[src/rtl/ctspf_pkg.sv]
// Shared types, constants and lookup functions for the counter to segment pixel frame block.
// Used by every module under rtl; depends on nothing else.
`default_nettype none

package ctspf_pkg;

  // Geometry of the strip.
  localparam int PIXELS_PER_DIGIT = 15;
  localparam int DIGIT_COUNT      = 4;
  localparam int FRAME_PIXELS     = 60;
  localparam int QUEUE_DEPTH      = 2;

  // Field widths.
  localparam int COUNT_W = 16;
  localparam int COLOR_W = 24;
  localparam int INDEX_W = 6;
  localparam int CFG_IDX_W = 2;

  localparam logic [COUNT_W-1:0] COUNT_MAX = 16'd9999;

  // Reciprocal of ten, scaled by 2^19; exact for values below 16384.
  localparam logic [15:0] RECIP_TEN   = 16'd52429;
  localparam int          RECIP_SHIFT = 19;

  // Configuration register indexes.
  localparam logic [CFG_IDX_W-1:0] CFG_COLOR_OPEN   = 2'd0;
  localparam logic [CFG_IDX_W-1:0] CFG_COLOR_CLOSED = 2'd1;
  localparam logic [CFG_IDX_W-1:0] CFG_COLOR_NOTICE = 2'd2;

  localparam logic [COLOR_W-1:0] RESET_COLOR_OPEN   = 24'h00FF00;
  localparam logic [COLOR_W-1:0] RESET_COLOR_CLOSED = 24'hFF0000;
  localparam logic [COLOR_W-1:0] RESET_COLOR_NOTICE = 24'hFFFF00;

  // Pattern bits: 7 = dp, 6 = a, 5 = b, 4 = c, 3 = d, 2 = e, 1 = f, 0 = g.
  localparam logic [7:0] PAT_BLANK  = 8'h00;
  localparam logic [7:0] PAT_DASH   = 8'h01;
  localparam logic [7:0] PAT_EQUALS = 8'h09;
  localparam logic [7:0] PAT_N      = 8'h15;
  localparam logic [7:0] PAT_H      = 8'h37;
  localparam logic [7:0] PAT_DP     = 8'h80;

  // Color chosen for one digit slot.
  typedef enum logic [1:0] {
    CS_OPEN,
    CS_CLOSED,
    CS_NOTICE
  } color_sel_t;

  // One frame as handed from the front end to the pixel serializer.
  typedef struct packed {
    logic [DIGIT_COUNT-1:0][7:0] pat;
    color_sel_t [DIGIT_COUNT-1:0] csel;
  } frame_t;

  // Front end sequencer states.
  typedef enum logic [1:0] {
    FR_IDLE,
    FR_CONV,
    FR_PUSH
  } front_state_t;

  // Segment pattern of a decimal digit.
  function automatic logic [7:0] digit_pattern(input logic [3:0] d);
    logic [7:0] p;
    case (d)
      4'd0:    p = 8'h7E;
      4'd1:    p = 8'h30;
      4'd2:    p = 8'h6D;
      4'd3:    p = 8'h79;
      4'd4:    p = 8'h33;
      4'd5:    p = 8'h5B;
      4'd6:    p = 8'h5F;
      4'd7:    p = 8'h70;
      4'd8:    p = 8'h7F;
      4'd9:    p = 8'h7B;
      default: p = PAT_BLANK;
    endcase
    return p;
  endfunction

  // Pattern bit lit by each pixel offset inside a digit.
  function automatic logic [2:0] offset_bit(input logic [3:0] off);
    logic [2:0] b;
    case (off)
      4'd0, 4'd1:   b = 3'd4;
      4'd2:         b = 3'd7;
      4'd3, 4'd4:   b = 3'd3;
      4'd5, 4'd6:   b = 3'd2;
      4'd7, 4'd8:   b = 3'd0;
      4'd9, 4'd10:  b = 3'd5;
      4'd11, 4'd12: b = 3'd6;
      4'd13, 4'd14: b = 3'd1;
      default:      b = 3'd0;
    endcase
    return b;
  endfunction

endpackage

`default_nettype wire

[src/rtl/ctspf_front.sv]
// Front end: accepts a count word, splits it into decimal digits and builds the digit patterns.
// Depends on ctspf_pkg.
`default_nettype none

module ctspf_front (
  input  wire logic                          clk,
  input  wire logic                          rst,
  input  wire logic                          s_tvalid,
  output logic                               s_tready,
  input  wire logic [ctspf_pkg::COUNT_W-1:0] count_value,
  input  wire logic                          is_open,
  output logic                               push,
  output ctspf_pkg::frame_t                  push_frame,
  input  wire logic                          q_full
);

  ctspf_pkg::front_state_t state, state_next;

  logic [13:0] n;
  logic [1:0]  step;
  logic [3:0]  dig [ctspf_pkg::DIGIT_COUNT];
  logic        neg, over, gt9, gt99, gt999, open;

  logic [29:0] prod;
  logic [13:0] quot;
  logic [3:0]  rem;
  logic        accept;

  assign accept = s_tvalid && s_tready;

  // Divide by ten through the scaled reciprocal.
  assign prod = n * ctspf_pkg::RECIP_TEN;
  assign quot = {3'b000, prod[29:ctspf_pkg::RECIP_SHIFT]};
  assign rem  = 4'(n - ((quot << 3) + (quot << 1)));

  // Next state.
  always_comb begin
    state_next = state;
    case (state)
      ctspf_pkg::FR_IDLE: if (accept) state_next = ctspf_pkg::FR_CONV;
      ctspf_pkg::FR_CONV: if (step == 2'd3) state_next = ctspf_pkg::FR_PUSH;
      ctspf_pkg::FR_PUSH: if (!q_full) state_next = ctspf_pkg::FR_IDLE;
      default:            state_next = ctspf_pkg::FR_IDLE;
    endcase
  end

  // Outputs of the sequencer.
  always_comb begin
    s_tready = 1'b0;
    push     = 1'b0;
    case (state)
      ctspf_pkg::FR_IDLE: s_tready = 1'b1;
      ctspf_pkg::FR_PUSH: push = !q_full;
      default: begin
        s_tready = 1'b0;
        push     = 1'b0;
      end
    endcase
  end

  always_ff @(posedge clk) begin
    if (rst) begin
      state <= ctspf_pkg::FR_IDLE;
    end else begin
      state <= state_next;
    end
  end

  // Capture and classify the word, then peel one digit a cycle.
  always_ff @(posedge clk) begin
    if (rst) begin
      step <= 2'd0;
    end else if (accept) begin
      step  <= 2'd0;
      n     <= count_value[13:0];
      neg   <= count_value[15];
      over  <= !count_value[15] && (count_value > ctspf_pkg::COUNT_MAX);
      gt9   <= count_value > 16'd9;
      gt99  <= count_value > 16'd99;
      gt999 <= count_value > 16'd999;
      open  <= is_open;
    end else if (state == ctspf_pkg::FR_CONV) begin
      dig[step] <= rem;
      n         <= quot;
      step      <= step + 2'd1;
    end
  end

  // Assemble the frame description from the digits and the range flags.
  always_comb begin
    logic [7:0]               t;
    ctspf_pkg::color_sel_t    dc;
    t  = neg ? ctspf_pkg::PAT_DASH : ctspf_pkg::PAT_H;
    dc = open ? ctspf_pkg::CS_OPEN : ctspf_pkg::CS_CLOSED;
    if (neg || over) begin
      push_frame.pat  = {ctspf_pkg::PAT_BLANK, t, t, ctspf_pkg::PAT_BLANK};
      push_frame.csel = {4{ctspf_pkg::CS_NOTICE}};
    end else begin
      push_frame.pat[0]  = ctspf_pkg::digit_pattern(dig[0]) |
                           (open ? ctspf_pkg::PAT_BLANK : ctspf_pkg::PAT_DP);
      push_frame.csel[0] = dc;
      push_frame.pat[1]  = gt9 ? ctspf_pkg::digit_pattern(dig[1]) : ctspf_pkg::PAT_BLANK;
      push_frame.csel[1] = dc;
      push_frame.pat[2]  = gt99 ? ctspf_pkg::digit_pattern(dig[2]) : ctspf_pkg::PAT_EQUALS;
      push_frame.csel[2] = gt99 ? dc : ctspf_pkg::CS_NOTICE;
      push_frame.pat[3]  = gt999 ? ctspf_pkg::digit_pattern(dig[3]) : ctspf_pkg::PAT_N;
      push_frame.csel[3] = gt999 ? dc : ctspf_pkg::CS_NOTICE;
    end
  end

endmodule

`default_nettype wire

[src/rtl/ctspf_queue.sv]
// Short FIFO of frame descriptions between the front end and the pixel serializer.
// Depends on ctspf_pkg.
`default_nettype none

module ctspf_queue #(
  parameter int DEPTH = ctspf_pkg::QUEUE_DEPTH
) (
  input  wire logic              clk,
  input  wire logic              rst,
  input  wire logic              push,
  input  ctspf_pkg::frame_t      push_frame,
  output logic                   full,
  input  wire logic              pop,
  output logic                   head_valid,
  output ctspf_pkg::frame_t      head_frame
);

  localparam int PTR_W = (DEPTH > 1) ? $clog2(DEPTH) : 1;
  localparam int CNT_W = $clog2(DEPTH + 1);

  ctspf_pkg::frame_t entries [DEPTH];
  logic [PTR_W-1:0] wr_ptr, rd_ptr;
  logic [CNT_W-1:0] fill;

  assign full       = (fill == CNT_W'(DEPTH));
  assign head_valid = (fill != '0);
  assign head_frame = entries[rd_ptr];

  // Entry storage.
  always_ff @(posedge clk) begin
    if (push) begin
      entries[wr_ptr] <= push_frame;
    end
  end

  // Pointers and fill level.
  always_ff @(posedge clk) begin
    if (rst) begin
      wr_ptr <= '0;
      rd_ptr <= '0;
      fill   <= '0;
    end else begin
      if (push) begin
        wr_ptr <= (wr_ptr == PTR_W'(DEPTH - 1)) ? '0 : wr_ptr + 1'b1;
      end
      if (pop) begin
        rd_ptr <= (rd_ptr == PTR_W'(DEPTH - 1)) ? '0 : rd_ptr + 1'b1;
      end
      if (push && !pop) begin
        fill <= fill + 1'b1;
      end else if (pop && !push) begin
        fill <= fill - 1'b1;
      end
    end
  end

endmodule

`default_nettype wire

[src/rtl/ctspf_back.sv]
// Pixel serializer: walks the head frame's 60 pixels, one word per unstalled cycle.
// Depends on ctspf_pkg.
`default_nettype none

module ctspf_back (
  input  wire logic                          clk,
  input  wire logic                          rst,
  input  wire logic                          head_valid,
  input  ctspf_pkg::frame_t                  head_frame,
  output logic                               pop,
  input  wire logic [ctspf_pkg::COLOR_W-1:0] color_open,
  input  wire logic [ctspf_pkg::COLOR_W-1:0] color_closed,
  input  wire logic [ctspf_pkg::COLOR_W-1:0] color_notice,
  output logic                               m_tvalid,
  input  wire logic                          m_tready,
  output logic [ctspf_pkg::INDEX_W-1:0]      pixel_index,
  output logic [ctspf_pkg::COLOR_W-1:0]      pixel_color,
  output logic                               frame_last
);

  logic [ctspf_pkg::INDEX_W-1:0] pix;
  logic [3:0]                    off;
  logic [1:0]                    slot;
  logic                          adv, lit, last;
  logic [7:0]                    pat;
  logic [ctspf_pkg::COLOR_W-1:0] col;

  assign adv  = head_valid && (!m_tvalid || m_tready);
  assign last = (pix == ctspf_pkg::INDEX_W'(ctspf_pkg::FRAME_PIXELS - 1));
  assign pop  = adv && last;
  assign pat  = head_frame.pat[slot];
  assign lit  = pat[ctspf_pkg::offset_bit(off)];

  // Color of the current digit slot.
  always_comb begin
    case (head_frame.csel[slot])
      ctspf_pkg::CS_OPEN:   col = color_open;
      ctspf_pkg::CS_CLOSED: col = color_closed;
      ctspf_pkg::CS_NOTICE: col = color_notice;
      default:              col = color_notice;
    endcase
  end

  // Pixel position counters.
  always_ff @(posedge clk) begin
    if (rst) begin
      pix  <= '0;
      off  <= '0;
      slot <= '0;
    end else if (adv) begin
      if (last) begin
        pix  <= '0;
        off  <= '0;
        slot <= '0;
      end else begin
        pix <= pix + 1'b1;
        if (off == 4'(ctspf_pkg::PIXELS_PER_DIGIT - 1)) begin
          off  <= '0;
          slot <= slot + 1'b1;
        end else begin
          off <= off + 1'b1;
        end
      end
    end
  end

  // Output register.
  always_ff @(posedge clk) begin
    if (rst) begin
      m_tvalid <= 1'b0;
    end else if (adv) begin
      m_tvalid <= 1'b1;
    end else if (m_tready) begin
      m_tvalid <= 1'b0;
    end
  end

  always_ff @(posedge clk) begin
    if (adv) begin
      pixel_index <= pix;
      pixel_color <= lit ? col : '0;
      frame_last  <= last;
    end
  end

endmodule

`default_nettype wire

[src/rtl/counter_to_segment_pixel_frame.sv]
// Top level of the counter to segment pixel frame block: color registers, front end,
// frame queue and pixel serializer. Depends on ctspf_pkg, ctspf_front, ctspf_queue, ctspf_back.
//
//   Channel  Direction  Words                      Content
//   s_*      in         one count per frame        tdata = count_value, tuser = is_open
//   m_*      out        60 pixels per frame        tdata = pixel_index, pixel_color; tlast
//   cfg_*    in         one register per write     color_open, color_closed, color_notice
//
// The front end handles a count in steps (capture, four divide-by-ten steps, queue
// write); the serializer sends one pixel word per cycle while m_tready does not stall it,
// so the serializer, not the front end, sets the sustained rate of counts.
// Reset (rst, synchronous) empties the queue and restores the reset colors.
// A stall on m_tready holds the output word; the two-entry queue lets the front end
// take the next count while the current frame is still being sent.
`default_nettype none

module counter_to_segment_pixel_frame #(
  parameter int QUEUE_DEPTH = ctspf_pkg::QUEUE_DEPTH
) (
  input  wire logic                            clk,
  input  wire logic                            rst,
  input  wire logic                            s_tvalid,
  output logic                                 s_tready,
  input  wire logic [15:0]                     s_tdata,   // [15:0] count_value
  input  wire logic                            s_tuser,   // [0] is_open
  output logic                                 m_tvalid,
  input  wire logic                            m_tready,
  output logic [31:0]                          m_tdata,   // [5:0] pixel_index, [29:6] pixel_color
  output logic                                 m_tlast,
  input  wire logic                            cfg_we,
  input  wire logic [ctspf_pkg::CFG_IDX_W-1:0] cfg_index,
  input  wire logic [ctspf_pkg::COLOR_W-1:0]   cfg_data
);

  logic [ctspf_pkg::COLOR_W-1:0] color_open, color_closed, color_notice;
  logic                          push, q_full, pop, head_valid;
  ctspf_pkg::frame_t             push_frame, head_frame;
  logic [ctspf_pkg::INDEX_W-1:0] pixel_index;
  logic [ctspf_pkg::COLOR_W-1:0] pixel_color;

  // Color registers.
  always_ff @(posedge clk) begin
    if (rst) begin
      color_open   <= ctspf_pkg::RESET_COLOR_OPEN;
      color_closed <= ctspf_pkg::RESET_COLOR_CLOSED;
      color_notice <= ctspf_pkg::RESET_COLOR_NOTICE;
    end else if (cfg_we) begin
      case (cfg_index)
        ctspf_pkg::CFG_COLOR_OPEN:   color_open   <= cfg_data;
        ctspf_pkg::CFG_COLOR_CLOSED: color_closed <= cfg_data;
        ctspf_pkg::CFG_COLOR_NOTICE: color_notice <= cfg_data;
        default: ;
      endcase
    end
  end

  ctspf_front u_front (
    .clk         (clk),
    .rst         (rst),
    .s_tvalid    (s_tvalid),
    .s_tready    (s_tready),
    .count_value (s_tdata),
    .is_open     (s_tuser),
    .push        (push),
    .push_frame  (push_frame),
    .q_full      (q_full)
  );

  ctspf_queue #(
    .DEPTH (QUEUE_DEPTH)
  ) u_queue (
    .clk        (clk),
    .rst        (rst),
    .push       (push),
    .push_frame (push_frame),
    .full       (q_full),
    .pop        (pop),
    .head_valid (head_valid),
    .head_frame (head_frame)
  );

  ctspf_back u_back (
    .clk          (clk),
    .rst          (rst),
    .head_valid   (head_valid),
    .head_frame   (head_frame),
    .pop          (pop),
    .color_open   (color_open),
    .color_closed (color_closed),
    .color_notice (color_notice),
    .m_tvalid     (m_tvalid),
    .m_tready     (m_tready),
    .pixel_index  (pixel_index),
    .pixel_color  (pixel_color),
    .frame_last   (m_tlast)
  );

  assign m_tdata = {2'b00, pixel_color, pixel_index};

endmodule

`default_nettype wire
[config.mk]
export PLATFORM = sky130hd
export DESIGN_NAME = counter_to_segment_pixel_frame
export DESIGN_NICKNAME = d
export VERILOG_FILES = /design/src/rtl/ctspf_pkg.sv /design/src/rtl/ctspf_front.sv /design/src/rtl/ctspf_queue.sv /design/src/rtl/ctspf_back.sv /design/src/rtl/counter_to_segment_pixel_frame.sv
export SDC_FILE = /design/constraint.sdc
export NUM_CORES = 1
export LEC_CHECK = 0
export BUFFER_PORTS_ARGS = -buffer_cell sky130_fd_sc_hd__buf_2
export CAP_MARGIN = 10
export CORE_ASPECT_RATIO = 0.7
export CORE_UTILIZATION = 35
export CTS_CLUSTER_DIAMETER = 80
export CTS_CLUSTER_SIZE = 14
export DETAILED_ROUTE_END_ITERATION = 10
export PLACE_DENSITY = 0.48
export SETUP_SLACK_MARGIN = 0.5
export SLEW_MARGIN = 0
export SYNTH_ARGS = -nofsm -noshare
export SYNTH_HDL_FRONTEND = slang
export SYNTH_SLANG_ARGS = --single-unit
[constraint.sdc]
create_clock -name clk -period 12.55 [get_ports clk]
set_clock_uncertainty 0.05 [all_clocks]
set_input_delay 0.6275 -clock clk [delete_from_list [all_inputs] [get_ports clk]]
set_output_delay 0.6275 -clock clk [all_outputs]
set_load 0.02 [all_outputs]
== Word level (Yosys, flattened, before mapping) ==
Memory sizes are Yosys's and may differ from the RTL's. A register that Yosys moved wholly into a read port is not among the register bits.
Cells that the tools add are included.

* Output and inout port bits: 35
* RAM bits: 96
* Bits in registers: 144
* Memory bits (read-only): 496
* Input bits: 48
* Word-level logic and storage cells: 135
* Memories kept: 7

* Multiplexer cells: 46
* Equality and inequality tests: 12
* Magnitude comparators: 6
* Reductions and logical operators: 29
* Bitwise logic cells: 2
* Multiply operators: 1
* $add $sub $neg: 10

{| class="wikitable"
|+ Memory list
! memory !! words !! bits a word !! read ports !! clocked after Yosys merged registers in !! write ports !! line !! text
|-
| (name not given) || 16 || 7 || 1 || 0 || 0 || ctspf_pkg.sv:65 || <nowiki>case (d)</nowiki>
|-
| (name not given) || 16 || 7 || 1 || 0 || 0 || ctspf_pkg.sv:65 ||
|-
| (name not given) || 16 || 7 || 1 || 0 || 0 || ctspf_pkg.sv:65 ||
|-
| (name not given) || 16 || 7 || 1 || 0 || 0 || ctspf_pkg.sv:65 ||
|-
| u_queue.entries || 2 || 40 || 1 || 1 || 1 || ctspf_queue.sv:21 || <nowiki>ctspf_pkg::frame_t entries [DEPTH];</nowiki>
|-
| (name not given) || 16 || 3 || 1 || 1 || 0 || ctspf_pkg.sv:84 || <nowiki>case (off)</nowiki>
|-
| +1 memories || n/a || n/a || n/a || n/a || n/a || n/a ||
|}

{| class="wikitable"
|+ Operators with widths
! operator !! number
|-
| two-way mux 8 bit || 6
|-
| one-hot mux 24 bit (2 select lines) || 1
|-
| two-way mux 40 bit || 1
|-
| multiplier 14 x 16 -> 30 bit (second input constant) || 1
|-
| two-way mux 14 bit || 2
|-
| two-way mux 2 bit || 10
|-
| binary-select mux 8 bit (select 2 bit) || 1
|-
| > comparator 16 x 10 -> 1 bit (second input constant) || 1
|-
| > comparator 16 x 14 -> 1 bit (second input constant) || 1
|-
| > comparator 16 x 4 -> 1 bit (second input constant) || 1
|-
| > comparator 16 x 7 -> 1 bit (second input constant) || 1
|-
| two-way mux 1 bit || 16
|-
| two-way mux 4 bit || 4
|-
| two-way mux 6 bit || 2
|-
| AND reduction 2 bit || 6
|-
| nonzero test 2 bit || 5
|-
| == test 2 bit (second input constant) || 4
|-
| bitwise OR 8 bit || 1
|-
| adder 2 x 1 -> 2 bit (second input constant) || 3
|-
| adder 6 x 1 -> 6 bit (second input constant) || 1
|-
| == test 2 x 1 -> 1 bit (second input constant) || 3
|-
| == test 6 bit (second input constant) || 1
|-
| logical AND 1 bit || 6
|-
| logical NOT 2 bit || 3
|-
| 18 further kinds || 25
|}

== Depth between registers and ports, before layout ==
Gate-level depths: netlist of the first run.

* Depth in word-level cells: 7
* Mapped depth: 25
* Mapped depth without buffers: 25

== By module ==
From an unflattened synthesis of the first run, not the netlist that was laid out.

* Cells, all modules: 1307
* Area total of the unflattened synthesis: 14839.2 um^2

{| class="wikitable"
|+ By module, submodules not included
! module !! seq. area each (um^2) !! area each (um^2) !! times used !! cells each
|-
| ctspf_front || 1161.1 || 5963.2 || 1 || 628
|-
| ctspf_queue || 2502.4 || 3083.0 || 1 || 146
|-
| counter_to_segment_pixel_frame || 1441.4 || 2960.3 || 1 || 284
|-
| ctspf_back || 1251.2 || 2832.7 || 1 || 249
|}

== Least setup slack after synthesis of the first run ==
OpenSTA, ideal clock, no wires.

* Path kind: reg2reg
* Start: register u_front.n[12]
* End: memory u_front.dig[0][3], data pin
* Setup time: 272 ps
* Slack: 6813 ps
* Arrival time: 5415 ps
* Cell stages (with the launch flop): 24
* Buffers on the path: 0
* Cells stage by stage: edfxtp_1 > inv_1 > ha_1 > fa_1 > fa_1 > fa_1 > inv_1 > fa_1 > inv_1 > fa_1 > inv_1 > ha_1 > nand4_1 > nor2_1 > a31oi_1 > a211oi_1 > nor2_1 > xnor2_1 > ha_1 > xnor2_1 > xnor2_1 > o31ai_1 > o21ai_0 > o2bb2ai_1

* Cells in the longest elaborated chain, start to end: 3

{| class="wikitable"
|+ Ends and longest elaborated chain
! item !! line !! text
|-
| from (decl) || ctspf_front.sv:19 || <nowiki>logic [13:0] n;</nowiki>
|-
| from (signal assigned) || ctspf_front.sv:75 || <nowiki>n <= count_value[13:0];</nowiki>
|-
| from (signal assigned) || ctspf_front.sv:84 || <nowiki>n <= quot;</nowiki>
|-
| multiplier 14 x 16 -> 30 bit || ctspf_front.sv:32 || <nowiki>assign prod = n * ctspf_pkg::RECIP_TEN;</nowiki>
|-
| adder 4 bit || ctspf_front.sv:34 || <nowiki>assign rem = 4'(n - ((quot << 3) + (quot << 1)));</nowiki>
|-
| subtractor 4 bit || ctspf_front.sv:34 ||
|-
| net u_front.rem[3] || ctspf_front.sv:26 || <nowiki>logic [3:0] rem;</nowiki>
|-
| to (decl) || ctspf_front.sv:21 || <nowiki>logic [3:0] dig [ctspf_pkg::DIGIT_COUNT];</nowiki>
|}

The timed path passes the listed nets, and every way through them passes these cells.

== Final worst setup path of the first run ==
* Start: register u_front.n[8]
* End: memory u_front.dig[1][3], data pin

Same word-level chain as after synthesis.

==> results of run 1 <==
[path summary, 6_finish.rpt]
kind	from	slack [ns]	cells past startpoint	to
max	u_front.n[8]	6.08	23	u_front.dig[1][3]
min	s_tuser	0.25	1	u_front.open
max reg2reg	u_front.n[8]	6.08	23	u_front.dig[1][3]
min reg2reg	color_closed[5]	0.41	2	color_closed[5]
[sequential cells by signal, indices dropped and copies added, names as in the netlist, 2 cells and up, named ones only]
name and count:
color_closed 24, color_notice 24, color_open 24, u_back.off 4, u_back.pix 6, u_back.pixel_color 24, u_back.pixel_index 6, u_back.slot 2
u_front.dig 16, u_front.n 14, u_front.state 2, u_front.step 2, u_queue.entries 68, u_queue.fill 2
[cell families after synthesis]
| family | share of synthesized area |
|---|---|
| other | 0.000274 |
| buffers and inverters | 0.0504 |
| adders and majority gates | 0.204 |
| and+or+nand+nor | 0.134 |
| DFF | 0.437 |
| AOI/OAI and AO/OA | 0.0963 |
| muxes | 0.0589 |
| xor gates and xnor gates | 0.0192 |
[layout by cell type, fill, tap and decap left out, types with 30 or more instances in the layout]
master,synthesis,layout
nand2_1,183,183
ha_1,137,137
edfxtp_1,135,135
inv_1,113,113
dfxtp_1,97,97
nor2_1,89,89
a21oi_1,87,86
buf_2,4,80
fa_1,54,54
nand3b_1,35,35
o21ai_0,33,33
mux2i_1,30,30
[per-layer routing]
metal / GRT usage / up-vias / wire [um]
met5: 0 / - / 0
met4: 0.0237 / 0 / 365
met3: 0.0465 / 27 / 2280
met2: 0.229 / 190 / 12800
met1: 0.298 / 4562 / 19200
li1: - / 4526 / -
[area by class of cell]
class	count	area, um2	area share
multi-input combinational	875	7040	0.463
clock inverter	2	17.5	0.00115
inverter	114	428	0.0281
timing repair buffer	91	483	0.0317
tap	527	659	0.0433
sequential	232	6000	0.394
clock buffer	33	596	0.0391
[stage by stage]
step | area [um2] | std cells | hold WS, ns
after floorplan | 13700 | 1270 | 0.386
after global routing | 15200 | 1874 | 0.221
final | 15200 | 1874 | 0.252
after detailed placement | 14600 | 1839 | 0.397
after global placement | 14600 | 1839 | 0.391
after CTS | 15200 | 1874 | 0.227
==> results.sh, run 1 <==
export IMPL_clockRootBuffer="clkbuf_16"
export IMPL_gr_total_overflow=0
export IMPL_layout_drive_gt1_share=0.123
export IMPL_crit_path_cell_trace="ha_1 -> inv_1 -> fa_1 -> fa_1 -> fa_1 -> inv_1 -> fa_1 -> inv_1 -> fa_1 -> inv_1 -> ha_1 -> nand4_1 -> o22ai_1 -> a31oi_1 -> a211oi_1 -> nor2_1 -> xnor2_1 -> ha_1 -> xnor2_1 -> xnor2_1 -> nor2_1 -> o21ai_0 -> o2bb2ai_1"
export IMPL_rsz0062_at_grt="no"
export IMPL_cts_setup_buffers=0
export IMPL_fillers=3734
export IMPL_first_pass_iters=6
export IMPL_synth_top_area_cell="edfxtp_1"
export IMPL_critPathTopFamily="adder cells"
export IMPL_setup_tns_ns=0
export IMPL_path_max_fanout=5
export IMPL_cts_tree="yes"
export IMPL_synth_most_common_cell="nand2_1"
export IMPL_tightest_slew_ns=1.22
export IMPL_fmax_mhz=155
export IMPL_crit_path_max_incr_delay_ns=0.58
export IMPL_post_route_drc_count=0
export IMPL_clkTransAtPathRegs_ns=0.07
export IMPL_avgRoutedWirePerCell_um=18.5
export IMPL_post_route_min_period_ns=6.47
export IMPL_rows=60
export IMPL_crit_required_ns=12.79
export IMPL_drtIter0Drc=813
export IMPL_start_util=0.356
export IMPL_grt_usage=0.179
export IMPL_status="complete, no violations"
export IMPL_grt_max_degree=61
export IMPL_nets=1574
export IMPL_synthTopCellsByCount="nand2_1, ha_1, edfxtp_1, inv_1, dfxtp_1"
export IMPL_cts_sinks=232
export IMPL_finalCritPeriodShare=0.516
export IMPL_pre_cts_ws_ns=6.20
export IMPL_cts_hold_buf=0
export IMPL_synth_edf_count=135
export IMPL_maxCapViolCount=0
export IMPL_ctsResizeCount=0
export IMPL_cts_made_buffers=21
export IMPL_setup_viol=0
export IMPL_synthToLayoutAreaGrowth_pct=11.1
export IMPL_route_antenna_remaining_nets=0
export IMPL_ios=83
export IMPL_grt_pass1_vias=9155
export IMPL_hold_viol_final=0
export IMPL_clockBufferDepth=3
export IMPL_dieArea_um2=40000
export IMPL_via_count=9305
export IMPL_synth_seq_cells=232
export IMPL_coreArea_um2=38500
export IMPL_slew_viol_final=0
export IMPL_clk_latency_ns=0.51
export IMPL_crit_type="flip-flop to flip-flop"
export IMPL_yosysSeqAreaShare=0.437
export IMPL_final_setup_worst_slack_ns=6.08
export IMPL_yosysTopAreaCellShare=0.296
export IMPL_dpl_hpwl_mm=25.7
export IMPL_crit_slowest_cell="fa_1"
export IMPL_ys_types=63
export IMPL_netlist_instances=1269
export IMPL_async_flop_share=0
export IMPL_ys_flop_type="edfxtp_1"
export IMPL_die_w_um=239
export IMPL_grt_pass1_wl_mm=55.0
export IMPL_syn_avg_cell_area_um2=10.8
export IMPL_gp_congestion=0.875
export IMPL_synth_area_leaders="edfxtp_1, dfxtp_1, ha_1"
export IMPL_max_slew_margin=0.187
export IMPL_startpoint_type="flip-flop"
export IMPL_hp_class="input pin to flip-flop"
export IMPL_totalWireLength_mm=34.7
export IMPL_antennaDiodeCount=0
export IMPL_antenna_found_initial=1
export IMPL_htree_levels=1
export IMPL_crit_top_cell="fa_1"
export IMPL_end_kind="flip-flop"
export IMPL_die_h_um=168
export IMPL_utilization=0.395
export IMPL_worst_path_buf_inv=4
export IMPL_synthesis_area_um2=13700
export IMPL_port_buffers=80
export IMPL_yosys_warnings=0
export IMPL_vias_per_cell=4.97
export IMPL_arrival_ns=6.72
Power of run 1 is left out: the tool's default activity adds up to more than one toggle a clock period on the data nets, which glitch-free logic cannot reach.
==> run 2, diff against run 1 <==
==> constraint.sdc (replaced) <==
create_clock -name clk -period 6.25 [get_ports clk]
set_clock_uncertainty 0.05 [all_clocks]
set_input_delay 0.3125 -clock clk [delete_from_list [all_inputs] [get_ports clk]]
set_output_delay 0.3125 -clock clk [all_outputs]
set_load 0.02 [all_outputs]
==> run 2 against run 1 <==
Core utilization up 1.5 points. Design area up 3.9%. Sequential share of layout area down 1.5 points. Via count up 3.1%. Non-clock buffer count up 44. Critical path depth up 2. Register-to-register slack worse by 5.7 ns. Flip-flop and latch count unchanged. Die area unchanged. Setup slack worse by 5.7 ns. Critical path type unchanged. Critical endpoint unchanged.
==> results.sh, run 2 (synthesis results as in run 1) <==
export IMPL_clkTransAtPathRegs_ns=0.07
export IMPL_slew_viol_final=0
export IMPL_max_slew_margin=0.187
export IMPL_dpl_hpwl_mm=25.7
export IMPL_status="complete, no violations"
export IMPL_end_kind="flip-flop"
export IMPL_cts_made_buffers=21
export IMPL_coreArea_um2=38500
export IMPL_start_util=0.356
export IMPL_avgRoutedWirePerCell_um=18.3
export IMPL_crit_required_ns=6.46
export IMPL_gp_congestion=0.876
export IMPL_rrSetupSlack_ns=0.36
export IMPL_htree_levels=1
export IMPL_antenna_found_initial=0
export IMPL_ff2ff_path_depth=25
export IMPL_arrival_ns=6.10
export IMPL_tightest_slew_ns=1.22
export IMPL_post_route_min_period_ns=5.89
export IMPL_startpoint_type="flip-flop"
export IMPL_clockBufferDepth=3
export IMPL_post_route_drc_count=0
export IMPL_utilization=0.411
export IMPL_grt_pass1_vias=9324
export IMPL_pre_cts_ws_ns=-0.0341
export IMPL_hold_viol_final=0
export IMPL_dieArea_um2=40000
export IMPL_die_h_um=168
export IMPL_final_cell_mix="nand2_1, edfxtp_1, ha_1"
export IMPL_vias_per_cell=5.00
export IMPL_rows=60
export IMPL_final_common_cell="nand2_1"
export IMPL_fmax_mhz=170
export IMPL_gr_total_overflow=0
export IMPL_maxCapViolCount=0
export IMPL_largest_register="u_queue.entries"
export IMPL_grt_pass1_wl_mm=54.8
export IMPL_crit_start="u_front.n[3]"
export IMPL_rsz0062_at_grt="yes"
export IMPL_synthToLayoutAreaGrowth_pct=15.4
export IMPL_first_pass_iters=5
export IMPL_layout_drive_gt1_share=0.156
export IMPL_finalCritPeriodShare=0.942
export IMPL_clockRootBuffer="clkbuf_16"
export IMPL_grt_max_degree=55
export IMPL_largest_reg_flops=68
export IMPL_dp_cells=1849
export IMPL_via_count=9598
export IMPL_r2r_end="u_front.dig[1][3]"
export IMPL_route_antenna_remaining_nets=0
export IMPL_grt_usage=0.178
export IMPL_crit_type="flip-flop to flip-flop"
export IMPL_port_buffers=80
export IMPL_cts_tree="yes"
export IMPL_final_cells=1920
export IMPL_holdWs_ns=0.0128
export IMPL_hp_class="input pin to flip-flop"
export IMPL_totalWireLength_mm=35.2
export IMPL_final_setup_worst_slack_ns=0.361
export IMPL_antennaDiodeCount=0
export IMPL_clk_latency_ns=0.52
export IMPL_path_max_fanout=4
export IMPL_nets=1618
export IMPL_die_w_um=239
export IMPL_drtIter0Drc=752
export IMPL_setup_viol=0
export IMPL_crit_end="u_front.dig[1][3]"
export IMPL_ios=83
export IMPL_cts_sinks=232
export IMPL_r2r_start="u_front.n[3]"
==> run 2: area by class of cell <==
cell class / instances / area (um2)
Fill cell: 3731 / 22700
Inverter: 114 / 428
Sequential cell: 232 / 6000
Clock buffer: 34 / 574
Clock inverter: 3 / 25.0
Tap cell: 527 / 659
Timing Repair Buffer: 135 / 875
Multi-Input combinational cell: 875 / 7260
==> run 2: per-layer routing <==
layer,part of all wire,track usage,vias to the layer above
li1,-,-,4619
met4,0.013,0.0301,0
met2,0.37,0.229,226
met5,0,0,-
met3,0.066,0.0328,32
met1,0.55,0.301,4721
==> run 2: what timing repair did <==
action                                  in CTS  in global routing
pin swaps                                   23                 13
endpoints found under the setup margin      11                 18
gates resized for setup                     24                 15
hold buffers                                23                  0
buffers inserted                            10                  1
hold endpoints to repair                    56                  0
==> run 2: stage by stage <==
step	setup TNS (ns)	cell area, um2
6_report	0	15800
5_1_grt	0	15800
4_1_cts	0	15700
3_5_place_dp	-0.136	14700
3_3_place_gp	0	14700
2_1_floorplan	0	13700
==> run 2: worst min-delay path by stage <==
stage | startpoint | end | slack (ns) | depth (start not counted)
floorplan | s_tdata[15] | u_front.neg | 0.36 | 0
global placement | color_open[18] | color_open[18] | 0.39 | 2
detailed placement | color_notice[2] | color_notice[2] | 0.40 | 2
CTS | cfg_data[9] | color_notice[9] | 0.001 | 3
global route | cfg_data[4] | color_notice[4] | 0.01 | 3
finish | cfg_data[9] | color_notice[9] | 0.01 | 3
==> run 2: critical path, stage by stage (launching register included) <==
cell and delay, ns:
edfxtp_1 0.40, inv_1 0.06, ha_1 0.27, inv_1 0.04, ha_1 0.25, fa_1 0.51
inv_1 0.11, fa_1 0.55, inv_1 0.05, fa_1 0.52, inv_1 0.05, fa_1 0.50
inv_1 0.07, ha_4 0.30, nand4_1 0.14, nor2_1 0.13, a21oi_1 0.13, a211oi_2 0.29
nor2_2 0.09, xnor2_2 0.16, ha_4 0.18, xnor2_2 0.14, xnor2_2 0.16, o31ai_1 0.20
o21ai_1 0.11, o2bb2ai_2 0.15
Power of run 2 is left out for the same reason.
==> run 3, diff against run 2 <==
--- a/config.mk
+++ b/config.mk
@@ -13,7 +13,6 @@
 export CTS_CLUSTER_SIZE = 14
 export DETAILED_ROUTE_END_ITERATION = 10
 export PLACE_DENSITY = 0.48
-export SETUP_SLACK_MARGIN = 0.5
 export SLEW_MARGIN = 0
 export SYNTH_ARGS = -nofsm -noshare
 export SYNTH_HDL_FRONTEND = slang
==> run 3 against run 2 <==
Clock-buffer cell count stayed put. Routed wire length is 0.45% lower. Fmax is 2.5% lower. Final cell count stayed put. Critical path depth is 3 lower. Design area is 0.50% lower. Hold slack better by 0.0011 ns. Core utilization is 0.20 points lower. Register-to-register slack worse by 0.15 ns. Global-route usage is 0.10 points lower. Largest cell class unchanged. Die area stayed put.
==> results.sh, run 3 (synthesis results as in run 1) <==
export IMPL_gr_total_overflow=0
export IMPL_antenna_found_initial=0
export IMPL_clkTransAtPathRegs_ns=0.07
export IMPL_final_common_cell="nand2_1"
export IMPL_drtIter0Drc=732
export IMPL_largest_register="u_queue.entries"
export IMPL_gp_congestion=0.876
export IMPL_grt_pass1_wl_mm=54.5
export IMPL_fmax_mhz=166
export IMPL_start_util=0.356
export IMPL_die_w_um=239
export IMPL_dpl_instance_area_um2=14700
export IMPL_min_delay_start="cfg_data[9]"
export IMPL_min_to="color_notice[9]"
export IMPL_worst_path_buf_inv=6
export IMPL_end_kind="flip-flop"
export IMPL_wl_met2_mm=12.8
export IMPL_crit_top_cell="inv_1"
export IMPL_port_buffers=80
export IMPL_critPathTopFamily="adder cells"
export IMPL_path_max_fanout=5
export IMPL_arrival_ns=6.24
export IMPL_crit_type="flip-flop to flip-flop"
export IMPL_cts_tree="yes"
export IMPL_hold_viol_final=0
export IMPL_status="complete, no violations"
export IMPL_cts_made_buffers=21
export IMPL_utilization=0.409
export IMPL_hp_class="input pin to flip-flop"
export IMPL_ios=83
export IMPL_grt_max_degree=55
export IMPL_grt_pass1_vias=9276
export IMPL_htree_levels=1
export IMPL_dieArea_um2=40000
export IMPL_totalWireLength_mm=35.0
export IMPL_min_path_cells=3
export IMPL_first_pass_iters=5
export IMPL_rsz0062_at_grt="yes"
export IMPL_max_slew_margin=0.182
export IMPL_crit_path_cell_trace="ha_4 -> inv_2 -> fa_2 -> buf_4 -> fa_1 -> inv_1 -> fa_1 -> inv_1 -> fa_1 -> inv_1 -> ha_1 -> ha_1 -> inv_1 -> a211oi_2 -> nor2_2 -> xnor2_2 -> ha_2 -> xnor2_2 -> xnor2_2 -> o31ai_1 -> o21ai_1 -> o2bb2ai_2"
export IMPL_antennaDiodeCount=0
export IMPL_via_count=9573
export IMPL_highest_layer="met4"
export IMPL_layout_drive_gt1_share=0.150
export IMPL_coreArea_um2=38500
export IMPL_maxCapViolCount=0
export IMPL_vias_per_cell=4.99
export IMPL_synthToLayoutAreaGrowth_pct=14.8
export IMPL_grt_usage=0.177
export IMPL_r2r_start="u_front.n[9]"
export IMPL_dpl_hpwl_mm=25.7
export IMPL_holdWs_ns=0.0139
export IMPL_setup_viol=0
export IMPL_final_setup_worst_slack_ns=0.211
export IMPL_clk_latency_ns=0.52
export IMPL_route_antenna_remaining_nets=0
export IMPL_post_route_min_period_ns=6.04
export IMPL_clockBufferDepth=3
export IMPL_die_h_um=168
export IMPL_cts_sinks=232
export IMPL_crit_required_ns=6.45
export IMPL_final_cell_mix="nand2_1, edfxtp_1, ha_1"
export IMPL_design_area_um2=15700
export IMPL_rrSetupSlack_ns=0.21
export IMPL_slew_viol_final=0
export IMPL_rows=60
export IMPL_wl_met1_mm=19.5
export IMPL_tightest_slew_ns=1.23
export IMPL_avgRoutedWirePerCell_um=18.2
export IMPL_ff2ff_path_depth=22
export IMPL_pre_cts_ws_ns=-0.0341
export IMPL_dr_wl_met3_mm=2.29
export IMPL_post_route_drc_count=0
export IMPL_finalCritPeriodShare=0.966
export IMPL_nets=1618
export IMPL_startpoint_type="flip-flop"
export IMPL_crit_slowest_cell="fa_1"
export IMPL_clockRootBuffer="clkbuf_16"
export IMPL_largest_reg_flops=68
export IMPL_crit_path_max_incr_delay_ns=0.61
export IMPL_r2r_end="u_front.dig[3][3]"
==> run 3: cell counts in the layout (fill, tap and decap cells not counted) <==
No cell type changed its count.
==> run 3: how the worst max path moves through the flow <==
stage,startpoint,depth (start not counted),to
3_3_place_gp,u_front.n[13],22,u_front.dig[0][3]
6_report,u_front.n[9],22,u_front.dig[3][3]
5_1_grt,u_front.n[7],22,u_front.dig[3][3]
3_5_place_dp,u_front.n[9],23,u_front.dig[3][3]
2_1_floorplan,u_front.n[12],23,u_front.dig[0][3]
4_1_cts,u_front.n[9],23,u_front.dig[1][3]
==> run 3: what timing repair did <==
| action | 4_1_cts | 5_1_grt |
|---|---|---|
| pin swaps | 0 | 22 |
| gates cloned | 0 | 0 |
| hold endpoints to repair | 56 | 0 |
| setup buffers | 0 | 11 |
| hold buffers | 23 | 0 |
| endpoints found under the setup margin | 4 | 4 |
| gates resized for setup | 5 | 22 |
==> run 3: through the flow <==
step | TNS (ns) | std cells
2_1_floorplan | 0 | 1270
3_3_place_gp | 0 | 1849
3_5_place_dp | -0.136 | 1849
4_1_cts | 0 | 1909
5_1_grt | -0.124 | 1920
6_report | 0 | 1920
==> run 3: tightest hold or removal path: cells and delay by family <==
kind          cells  cell delay (ns)
buf+inv           1             0.11
simple gates      2             0.12
==> run 3: final cells by class <==
| class | count | area, um2 |
|---|---|---|
| fillers | 3730 | 22800 |
| well taps | 527 | 659 |
| inverters | 114 | 428 |
| clock buffers | 34 | 574 |
| multi-input cells | 875 | 7180 |
| flip-flops and latches | 232 | 6000 |
| repair buffers | 135 | 875 |
| clock inverters | 3 | 25.0 |
==> run 3: layer usage <==
metal	track usage	vias to the layer above
met5	0	-
met4	0.0298	0
met3	0.0366	32
met2	0.226	232
met1	0.298	4690
li1	-	4619
Power of run 3 is left out for the same reason.
